==> config.mk <==
export PLATFORM = sky130hd
export DESIGN_NAME = bbsf_ctrl
export DESIGN_NICKNAME = d
export VERILOG_FILES = /design/src/design/bbsf_pkg.sv /design/src/design/bbsf_ctrl.sv
export VERILOG_INCLUDE_DIRS = /design/src /design/src/design
export SDC_FILE = /design/constraint.sdc
export NUM_CORES = 1
export LEC_CHECK = 0
export BUFFER_PORTS_ARGS = -buffer_cell sky130_fd_sc_hd__buf_2
export CORE_MARGIN = 5
export CORE_UTILIZATION = 55
export DETAILED_ROUTE_END_ITERATION = 8
export PLACE_DENSITY = 0.88
export SKIP_CTS_REPAIR_TIMING = 1
export SLEW_MARGIN = 25
export SYNTH_ARGS = -nofsm -noshare
export SYNTH_HDL_FRONTEND = slang
export SYNTH_SLANG_ARGS = --single-unit
==> constraint.sdc <==
create_clock -name clk -period 6.8 [get_ports clk]
set_input_delay 2.04 -clock clk [delete_from_list [all_inputs] [get_ports clk]]
set_output_delay 2.04 -clock clk [all_outputs]
set_load 0.02 [all_outputs]
==> src/design/bounded_byte_stream_fifo_macros.svh <==
// ---------------------------------------------------------------------------
// Assertion macros for the bounded byte stream FIFO
// Shared concurrent checks, clocked on clk and held off during rst.
// ---------------------------------------------------------------------------
`ifndef BOUNDED_BYTE_STREAM_FIFO_MACROS_SVH
`define BOUNDED_BYTE_STREAM_FIFO_MACROS_SVH

// Consequent checked in the same cycle as the antecedent.
`define BBSF_ASSERT_NOW(label, ante, cons, msg) \
  label: assert property (@(posedge clk) disable iff (rst) (ante) |-> (cons)) \
    else $error(msg);

// Consequent checked in the cycle after the antecedent.
`define BBSF_ASSERT_NEXT(label, ante, cons, msg) \
  label: assert property (@(posedge clk) disable iff (rst) (ante) |=> (cons)) \
    else $error(msg);

`endif

==> src/design/bbsf_pkg.sv <==
// ---------------------------------------------------------------------------
// bbsf_pkg
// Types and fixed widths shared by the byte stream FIFO modules.
// ---------------------------------------------------------------------------
package bbsf_pkg;

  localparam int BYTE_W = 8;
  localparam int CNT_W  = 11;
  localparam int TOT_W  = 32;

  localparam logic [CNT_W-1:0] CAP_RESET = 11'd1024;

  typedef enum logic [1:0] {
    CMD_WRITE = 2'd0,
    CMD_PEEK  = 2'd1,
    CMD_POP   = 2'd2,
    CMD_END   = 2'd3
  } cmd_t;

  typedef enum logic [0:0] {
    ST_IDLE = 1'b0,
    ST_PEEK = 1'b1
  } state_t;

  typedef struct packed {
    cmd_t              command;
    logic [BYTE_W-1:0] write_byte;
    logic [CNT_W-1:0]  length;
  } item_t;

  typedef struct packed {
    logic [BYTE_W-1:0] peek_byte;
    logic              byte_valid;
    logic              last;
    logic              accepted;
    logic [CNT_W-1:0]  stored_count;
    logic [CNT_W-1:0]  room_left;
    logic [TOT_W-1:0]  written_total;
    logic [TOT_W-1:0]  read_total;
    logic              stream_closed;
    logic              end_of_stream;
  } result_t;

  // Status handed from the controller to the result formatter.
  typedef struct packed {
    logic              strobe;
    logic              byte_valid;
    logic              last;
    logic              accepted;
    logic [CNT_W-1:0]  fill;
    logic [CNT_W-1:0]  eff_cap;
    logic [TOT_W-1:0]  wr_total;
    logic [TOT_W-1:0]  rd_total;
    logic              ended;
  } ctrl_stat_t;

endpackage

==> src/design/bbsf_ctrl.sv <==
// ---------------------------------------------------------------------------
// bbsf_ctrl
// Ring pointers, fill and totals, capacity register and peek sequencer.
// ---------------------------------------------------------------------------
`include "bounded_byte_stream_fifo_macros.svh"

module bbsf_ctrl
  import bbsf_pkg::*;
#(
  parameter int DEPTH    = 1024,
  parameter int PEEK_MAX = 64
) (
  input  logic                                   clk,
  input  logic                                   rst,
  input  logic                                   cfg_write,
  input  logic [CNT_W-1:0]                       cfg_data,
  input  logic                                   start,
  input  item_t                                  item,
  output logic                                   busy,
  output ctrl_stat_t                             stat,
  output logic                                   ram_we,
  output logic [(DEPTH > 1 ? $clog2(DEPTH) : 1)-1:0] ram_waddr,
  output logic [BYTE_W-1:0]                      ram_wdata,
  output logic [(DEPTH > 1 ? $clog2(DEPTH) : 1)-1:0] ram_raddr
);

  localparam int AW = (DEPTH > 1) ? $clog2(DEPTH) : 1;
  localparam int SW = ((AW > CNT_W) ? AW : CNT_W) + 1;
  localparam int RW = $clog2(PEEK_MAX + 1);
  localparam logic [CNT_W-1:0] CAP_LIMIT =
    (DEPTH >= (1 << CNT_W)) ? {CNT_W{1'b1}} : CNT_W'(DEPTH);

  state_t             state, state_next;
  logic [AW-1:0]      head, head_next;
  logic [CNT_W-1:0]   fill, fill_next;
  logic [TOT_W-1:0]   wr_total, wr_total_next;
  logic [TOT_W-1:0]   rd_total, rd_total_next;
  logic               ended, ended_next;
  logic [CNT_W-1:0]   cap;
  logic [AW-1:0]      rd_ptr, rd_ptr_next;
  logic [RW-1:0]      remaining, remaining_next;
  logic               strobe, strobe_next;
  logic               byte_valid, byte_valid_next;
  logic               last, last_next;
  logic               accepted, accepted_next;

  logic               accept;
  logic [CNT_W-1:0]   eff_cap;
  logic               room_ok;
  logic [CNT_W-1:0]   take;
  logic [RW-1:0]      peek_n;
  logic [AW-1:0]      tail;
  logic [AW-1:0]      head_pop;
  logic [AW-1:0]      head_inc;
  logic [AW-1:0]      ptr_inc;

  function automatic logic [AW-1:0] wrap_addr(input logic [SW-1:0] sum);
    logic [SW-1:0] adj;
    adj = (sum >= SW'(DEPTH)) ? sum - SW'(DEPTH) : sum;
    return adj[AW-1:0];
  endfunction

  assign accept   = start && (state == ST_IDLE);
  assign eff_cap  = (cap > CAP_LIMIT) ? CAP_LIMIT : cap;
  assign room_ok  = fill < eff_cap;
  assign take     = (item.length < fill) ? item.length : fill;
  assign peek_n   = (take > CNT_W'(PEEK_MAX)) ? RW'(PEEK_MAX) : RW'(take);
  assign tail     = wrap_addr(SW'(head) + SW'(fill));
  assign head_pop = wrap_addr(SW'(head) + SW'(take));
  assign head_inc = wrap_addr(SW'(head) + SW'(1));
  assign ptr_inc  = wrap_addr(SW'(rd_ptr) + SW'(1));

  assign busy      = (state == ST_PEEK);
  assign ram_we    = accept && (item.command == CMD_WRITE) && room_ok;
  assign ram_waddr = tail;
  assign ram_wdata = item.write_byte;
  // The head is read at the edge that takes a peek; later bytes follow rd_ptr.
  assign ram_raddr = (state == ST_IDLE) ? head : rd_ptr;

  always_comb begin
    state_next      = state;
    head_next       = head;
    fill_next       = fill;
    wr_total_next   = wr_total;
    rd_total_next   = rd_total;
    ended_next      = ended;
    rd_ptr_next     = rd_ptr;
    remaining_next  = remaining;
    strobe_next     = 1'b0;
    byte_valid_next = 1'b0;
    last_next       = 1'b1;
    accepted_next   = 1'b0;
    unique case (state)
      ST_IDLE: begin
        if (accept) begin
          strobe_next = 1'b1;
          unique case (item.command)
            CMD_WRITE: begin
              if (room_ok) begin
                fill_next     = fill + CNT_W'(1);
                wr_total_next = wr_total + TOT_W'(1);
                accepted_next = 1'b1;
              end
            end
            CMD_PEEK: begin
              if (peek_n != '0) begin
                byte_valid_next = 1'b1;
                last_next       = (peek_n == RW'(1));
                rd_ptr_next     = head_inc;
                remaining_next  = peek_n - RW'(1);
                if (peek_n != RW'(1)) begin
                  state_next = ST_PEEK;
                end
              end
            end
            CMD_POP: begin
              head_next     = head_pop;
              fill_next     = fill - take;
              rd_total_next = rd_total + TOT_W'(take);
            end
            CMD_END: begin
              ended_next = 1'b1;
            end
            default: begin
              ended_next = ended;
            end
          endcase
        end
      end
      ST_PEEK: begin
        // Stream one byte per cycle from the ring.
        strobe_next     = 1'b1;
        byte_valid_next = 1'b1;
        last_next       = (remaining == RW'(1));
        rd_ptr_next     = ptr_inc;
        remaining_next  = remaining - RW'(1);
        if (remaining == RW'(1)) begin
          state_next = ST_IDLE;
        end
      end
      default: begin
        state_next = ST_IDLE;
      end
    endcase
  end

  always_ff @(posedge clk) begin
    if (rst) begin
      state    <= ST_IDLE;
      head     <= '0;
      fill     <= '0;
      wr_total <= '0;
      rd_total <= '0;
      ended    <= 1'b0;
      cap      <= CAP_RESET;
      strobe   <= 1'b0;
    end else begin
      state    <= state_next;
      head     <= head_next;
      fill     <= fill_next;
      wr_total <= wr_total_next;
      rd_total <= rd_total_next;
      ended    <= ended_next;
      strobe   <= strobe_next;
      if (cfg_write) begin
        cap <= cfg_data;
      end
    end
  end

  always_ff @(posedge clk) begin
    rd_ptr     <= rd_ptr_next;
    remaining  <= remaining_next;
    byte_valid <= byte_valid_next;
    last       <= last_next;
    accepted   <= accepted_next;
  end

  assign stat = '{
    strobe:     strobe,
    byte_valid: byte_valid,
    last:       last,
    accepted:   accepted,
    fill:       fill,
    eff_cap:    eff_cap,
    wr_total:   wr_total,
    rd_total:   rd_total,
    ended:      ended
  };

  `BBSF_ASSERT_NOW(a_fill_bound, 1'b1, fill <= CAP_LIMIT, "fill exceeds ring depth")
  `BBSF_ASSERT_NEXT(a_peek_streams, state == ST_PEEK, strobe && byte_valid,
                    "peek cycle without a byte transaction")
  `BBSF_ASSERT_NOW(a_last_ends_item, strobe && last, state == ST_IDLE,
                   "final transaction while still streaming")
  `BBSF_ASSERT_NOW(a_more_follows, strobe && !last, state == ST_PEEK,
                   "non-final transaction with no peek in progress")
  `BBSF_ASSERT_NEXT(a_fill_held, state == ST_PEEK, $stable(fill),
                    "fill changed during a peek")

endmodule

==> summary.txt, run 1 <==
GRT
  • Grt ovf: 0
  • First-pass GRT wire length: 41,240 µm
  • All-Layer GR Usage: 26.89%
  • Largest net degree at the start of global routing: 79
  • Vias in the first global route: 8,425
  • Initial antenna violation count: 1

Power and ir drop
  • Static leakage: 0.004460 µW
  • Reg power frac: 33.7%
  • Net Sw Frac: 33.61%
  • VDD IR max: 0.1710 mV
  • Part of the power in the clock network: 38.8%
  • Switching pwr: 843.1 µW
  • Comb power frac: 27.5%
  • Internal power: 1665 µW
  • Power density cells: 243.1 nW/µm²
  • Overall power: 2509 µW

Placed design
  • RePlAce Congestion: 0.9807
  • Placed insts: 1,415
  • DPL Wire Length: 17,990 µm
  • # port buffers: 140

Routing
  • Met3 wire len: 1897 µm
  • M1 wire length: 10,880 µm
  • Total wire length: 25,320 µm
  • Final ANT Viol Nets: 0
  • WL per Instance: 17.49 µm
  • Drt drc: 0
  • Drt initial violations: 846
  • Pre-antenna DRT Iters: 5
  • Vias per cell: 6.110
  • Via count: 8,848
  • Max Used Layer: met5
  • Wire length on met2: 11,890 µm

Synth
  • Yosys top cell by area: dfxtp_1
  • Post-synthesis cell count: 1,113
  • Flops & latches, synth: 119
  • Synth area leaders: dfxtp_1 (23%), ha_1 (9.1%), edfxtp_1 (5.7%)
  • Post-Syn Area: 8902 µm²
  • Syn avg cell area: 7.998 µm²
  • Number of synthesized flops with an enable pin: 17
  • Share of the synthesized area in the top cell type: 22.94%
  • Synth unique cells: 83
  • Post-synth ARST share: 0%
  • Yosys warning count: 0
  • Sequential fraction of the synthesis area: 28.67%
  • Syn Nets: 1,218
  • Synth Flop Type: dfxtp_1

STA
  • Final Critical Period: 6043 ps
  • Final Slew Violations: 0
  • Clock Skew: 5.956 ps
  • Hold Vio Cnt, Final: 0
  • Slew HR: 36.72%
  • Setup Viol. Count Final: 0
  • Period utilization: 88.87%
  • F_max: 0.1655 GHz
  • Worst-Margin Slew: 949.2 ps
  • Setup TNS: 0 ps
  • Unrepaired setup endpoints after global routing: false

Clock network
  • CTS root buf: clkbuf_16
  • Clock tree buffer depth: 2
  • Num CTS Buffers: 17
  • Reg clk slew, reported paths: 50 ps
  • Later-pin clock latency in the skew report: 420 ps
  • H-tree depth: 4
  • CTS tree: built
  • Clock Sinks: 119

Setup path
  • Worst path bufs/invs: 3
  • Cell Chain, Critical Path: buf_2 -> ha_1 -> a21oi_1 -> o21ai_1 -> a31o_1 -> nor2_4 -> a21oi_1 -> inv_1 -> ha_1 -> inv_1 -> fa_1 -> nor2b_1 -> o31a_1 -> o21a_1 -> a21oi_1 -> a21oi_1 -> o21ai_0 -> a31oi_1
  • WP data required: 7140 ps
  • Critical Path Most Common Cell: a21oi_1
  • CP delay by family, top: compound AO/OA/AOI/OAI gates
  • Register-to-register setup slack: 1720 ps
  • Crit Path Category: primary input to flip-flop
  • WP data arrival: 6380 ps
  • Nature of the critical path startpoint: primary input
  • Crit. End Element: flip-flop
  • Slowest cell on the critical path: a21oi_1
  • Worst Path Max Fanout: 19
  • CP peak stage delay: 760 ps

Run status
  • Status: complete, no violations

Floorplan
  • # IOs: 157
  • Die Area: 18,830 µm²
  • Die H: 137.2 µm
  • Row cnt: 46
  • Core ar.: 15,890 µm²
  • Initial Utilization: 56.04%
  • Chip Width: 137.2 µm

Hold path
  • HP Class: flip-flop to flip-flop

Cells and area
  • Fin util: 64.95%
  • Fillers: 1,320
  • Fin cells: 1,448
  • P&R area growth vs syn: 15.90%
  • Commonest non-fill, non-tap cells in the layout: buf_2 (139), nor2_1 (105), dfxtp_1 (102), nand2_1 (97), a21oi_1 (72)
  • Commonest non-fill, non-tap cell in the layout: buf_2
  • Nets: 1,323
  • Share of cells above drive strength 1: 19.09%

Run
  • Max cap viols: 0
[synthesized netlist by cell type (all sizes together) (5+ instances only)]
master and number:
nor2 106, clkbuf 39, a31o 10, a21oi 73
a21o 11, mux2i 19, buf 32, nor4 36
o21a 6, xnor2 41, o2111ai 10, and3 24
nand2 98, nor3b 5, nand3 50, ha 65
edfxtp 17, nand4 13, nand2b 12, nor2b 12
a31oi 18, mux2 6, o211ai 17, o21ai 47
nor3 53, xor2 20, dfxtp 102, and2 7
a211oi 9, or2 6, a311oi 10, or3 16
o311ai 13, inv 60
[worst min-delay path: cells and delay by family (launching register included)]
kind / cells / cell delay [ps]
AND/OR/NAND/NOR: 1 / 60
flip-flops: 1 / 320
AO/OA/AOI/OAI: 1 / 50
[cell type report]
class	instances	area, µm²	share of cell area, %
multi-input combinational	862	5801	56.22
sequential	119	2552	24.74
timing repair buffer	157	830.8	8.052
clock buffer	21	460.4	4.463
tap	216	270.3	2.619
inverter	61	229.0	2.219
clock inverter	11	171.4	1.661
antenna	1	2.502	0.02425
[registers in the layout, indices dropped and copies added (netlist names)]
name,count
head,10
strobe,1
accepted,1
byte_valid,1
fill,11
rd_total,32
rd_ptr,10
remaining,7
wr_total,32
cap,11
ended,1
last,1
busy,1
[stage by stage]
| step | instance area (µm²) | hold slack (ps) | setup slack, ps |
|---|---|---|---|
| after floorplan | 8902 | 438.0 | 1175 |
| after global placement | 9668 | 453.4 | 653.0 |
| after detailed placement | 9668 | 464.0 | 429.5 |
| after CTS | 10300 | 474.5 | 842.2 |
| after global routing | 10310 | 500.7 | 332.8 |
| final | 10320 | 469.8 | 757.0 |
[routing by layer]
layer  vias up  GRT usage [%]
li1       4270              -
met1      4152          35.37
met2       366          43.79
met3        58          5.332
met4         2          9.978
met5         -              0
[path summary, 6_finish.rpt]
path,from,endpoint,cells past startpoint
worst max register to register,fill[6],rd_total[10],18
worst max-delay path,item[2],rd_total[10],18
worst min register to register,rd_total[6],rd_total[6],2
worst min-delay path,rd_total[6],rd_total[6],2
[cells by family (layout without fill, tap and decap cells)]
kind of cell | after synthesis | in the layout | share of synthesized area, %
compound gates | 254 | 254 | 19.44
xor+xnor | 61 | 61 | 6.001
fa+ha+maj | 69 | 69 | 10.04
buf+inv | 132 | 250 | 6.437
flops | 119 | 119 | 28.67
mux | 25 | 25 | 2.895
other cells | 0 | 1 | 0
simple gates | 453 | 453 | 26.52
[power groups by stage]
| stage | Combinational, µW | Clock, µW | Sequential, µW |
|---|---|---|---|
| 3_3_place_gp | 654 | 0 | 856 |
| 3_5_place_dp | 674 | 0 | 858 |
| 2_1_floorplan | 475 | 0 | 865 |
| 6_report | 690 | 973 | 846 |
| 4_1_cts | 678 | 982 | 844 |
| 5_1_grt | 759 | 1020 | 853 |
Power figures use the tool's default switching activity.
==> run 2, diff against run 1 <==
CTS_BUF_LIST = sky130_fd_sc_hd__clkbuf_8   (was default)
RECOVER_POWER = 25   (was default)
SETUP_SLACK_MARGIN = 0.15   (was default)
==> summary.txt, run 2 (synthesis gave the netlist of run 1 again) <==
STA
  • Period utilization: 88.44%
  • Setup Viol. Count Final: 0
  • Setup TNS: 0 ps
  • F_max: 0.1663 GHz
  • Hold Vio Cnt, Final: 0
  • Final WS setup: 786.1 ps
  • Final Critical Period: 6014 ps
  • Final Slew Violations: 109
  • Hold_ws: 475.1 ps
  • Slew HR: -106.8%
  • Clock Skew: 8.894 ps
  • Unrepaired setup endpoints after global routing: false
  • Worst-Margin Slew: 3102 ps

Power and ir drop
  • Power density cells: 224.6 nW/µm²
  • Static leakage: 0.004180 µW
  • VDD IR max: 0.1388 mV

Clock network
  • Reg clk slew, reported paths: 70 ps
  • H-tree depth: 4
  • Clock tree buffer depth: 2
  • Later-pin clock latency in the skew report: 440 ps
  • Num CTS Buffers: 17
  • CTS tree: built
  • CTS root buf: clkbuf_8
  • Clock Sinks: 119

Placed design
  • DPL Wire Length: 17,990 µm
  • Pre-CTS setup slack: 429.5 ps
  • Post-DP Area: 9668 µm²
  • # port buffers: 140
  • Placed insts: 1,415
  • RePlAce Congestion: 0.9807

Floorplan
  • # IOs: 157
  • Die Area: 18,830 µm²
  • Initial Utilization: 56.04%
  • Die H: 137.2 µm
  • Row cnt: 46
  • Core ar.: 15,890 µm²
  • Chip Width: 137.2 µm

Routing
  • Drt drc: 0
  • Pre-antenna DRT Iters: 6
  • Drt initial violations: 726
  • Wire length on met2: 11,610 µm
  • Via count: 8,823
  • Total wire length: 25,040 µm
  • M1 wire length: 10,830 µm
  • Max Used Layer: met5
  • Final ANT Viol Nets: 0
  • Vias per cell: 6.093
  • Met3 wire len: 1904 µm
  • WL per Instance: 17.29 µm

Cells and area
  • Final Cell Area: 10,050 µm²
  • Nets: 1,323
  • Commonest non-fill, non-tap cells in the layout: nor2_1 (105), dfxtp_1 (102), nand2_1 (97), buf_2 (92), a21oi_1 (72)
  • Fillers: 1,376
  • Largest registers: rd_total (32), wr_total (32)
  • Share of cells above drive strength 1: 15.03%
  • Commonest non-fill, non-tap cell in the layout: nor2_1
  • Fin cells: 1,448
  • P&R area growth vs syn: 12.90%

Setup path
  • Critical Path Most Common Cell: a21oi_1
  • Crit Path Category: primary input to flip-flop
  • WP data required: 7170 ps
  • CP peak stage delay: 760 ps
  • Cell Chain, Critical Path: buf_2 -> ha_1 -> a21oi_1 -> o21ai_0 -> and2_1 -> nor2_4 -> a21oi_1 -> inv_1 -> ha_1 -> inv_1 -> fa_1 -> nor2b_1 -> o31a_1 -> o21a_1 -> a21oi_1 -> a21oi_1 -> o21ai_0 -> a31oi_1
  • Nature of the critical path startpoint: primary input
  • Worst path bufs/invs: 3
  • CP delay by family, top: compound AO/OA/AOI/OAI gates
  • Crit. End Element: flip-flop
  • Worst Path Max Fanout: 19
  • Slowest cell on the critical path: a21oi_1
  • WP data arrival: 6390 ps

Run status
  • Status: finished with violations
  • Violated checks: max-capacitance violations, max-slew violations

GRT
  • Grt ovf: 0
  • First-pass GRT wire length: 40,500 µm
  • Largest net degree at the start of global routing: 79
  • All-Layer GR Usage: 26.37%
  • Initial antenna violation count: 1
  • Vias in the first global route: 8,366

Run
  • Max cap viols: 2

Hold path
  • HP Class: flip-flop to flip-flop
run 2: cell types whose count changed in the layout (fill, tap and decap cells not counted), sizes merged:
cell	delta
buf	-50
clkbuf	+48
inv	+2
run 2: metal layers:
metal  vias to the layer above  GRT usage (%)
li1                       4269              -
met1                      4115          34.86
met2                       371          42.15
met3                        66          5.113
met4                         2          11.14
met5                         -              0
run 2: worst paths after layout:
kind / from / to / slack [ps] / depth (start not counted)
max: item[4] / rd_total[10] / 790 / 18
min: rd_total[6] / rd_total[6] / 480 / 2
max reg2reg: fill[4] / rd_total[10] / 1720 / 18
min reg2reg: rd_total[6] / rd_total[6] / 480 / 2
run 2: power breakdown:
part           switching [µW]  internal [µW]
Clock                     309            417
Sequential               72.5            773
Combinational             432            254
run 2: worst reg2reg max path, stage by stage (launching register included):
cell and delay, ps:
dfxtp_1 540, inv_1 210, ha_1 340, a21oi_1 140
o21ai_0 150, and2_1 300, nor2_4 370, a21oi_1 200
inv_1 150, ha_1 200, inv_1 60, fa_1 400
nor2b_1 190, o31a_1 230, o21a_1 180, a21oi_1 130
a21oi_1 770, o21ai_0 250, a31oi_1 200
run 2: cell type report:
type / instances / area, µm² / share of cell area, %
multi-input cells: 862 / 5794 / 57.65
flip-flops and latches: 119 / 2552 / 25.40
repair buffers: 157 / 762.0 / 7.581
well taps: 216 / 270.3 / 2.689
clock buffers: 19 / 261.5 / 2.602
inverters: 61 / 229.0 / 2.278
clock inverters: 13 / 178.9 / 1.780
diodes: 1 / 2.502 / 0.02490
run 2: metrics by stage:
step	util, %	power, µW
5_1_grt	63.26	2369
2_1_floorplan	-	1340
4_1_cts	63.63	2255
3_3_place_gp	60.86	1511
3_5_place_dp	60.86	1532
6_report	63.27	2257
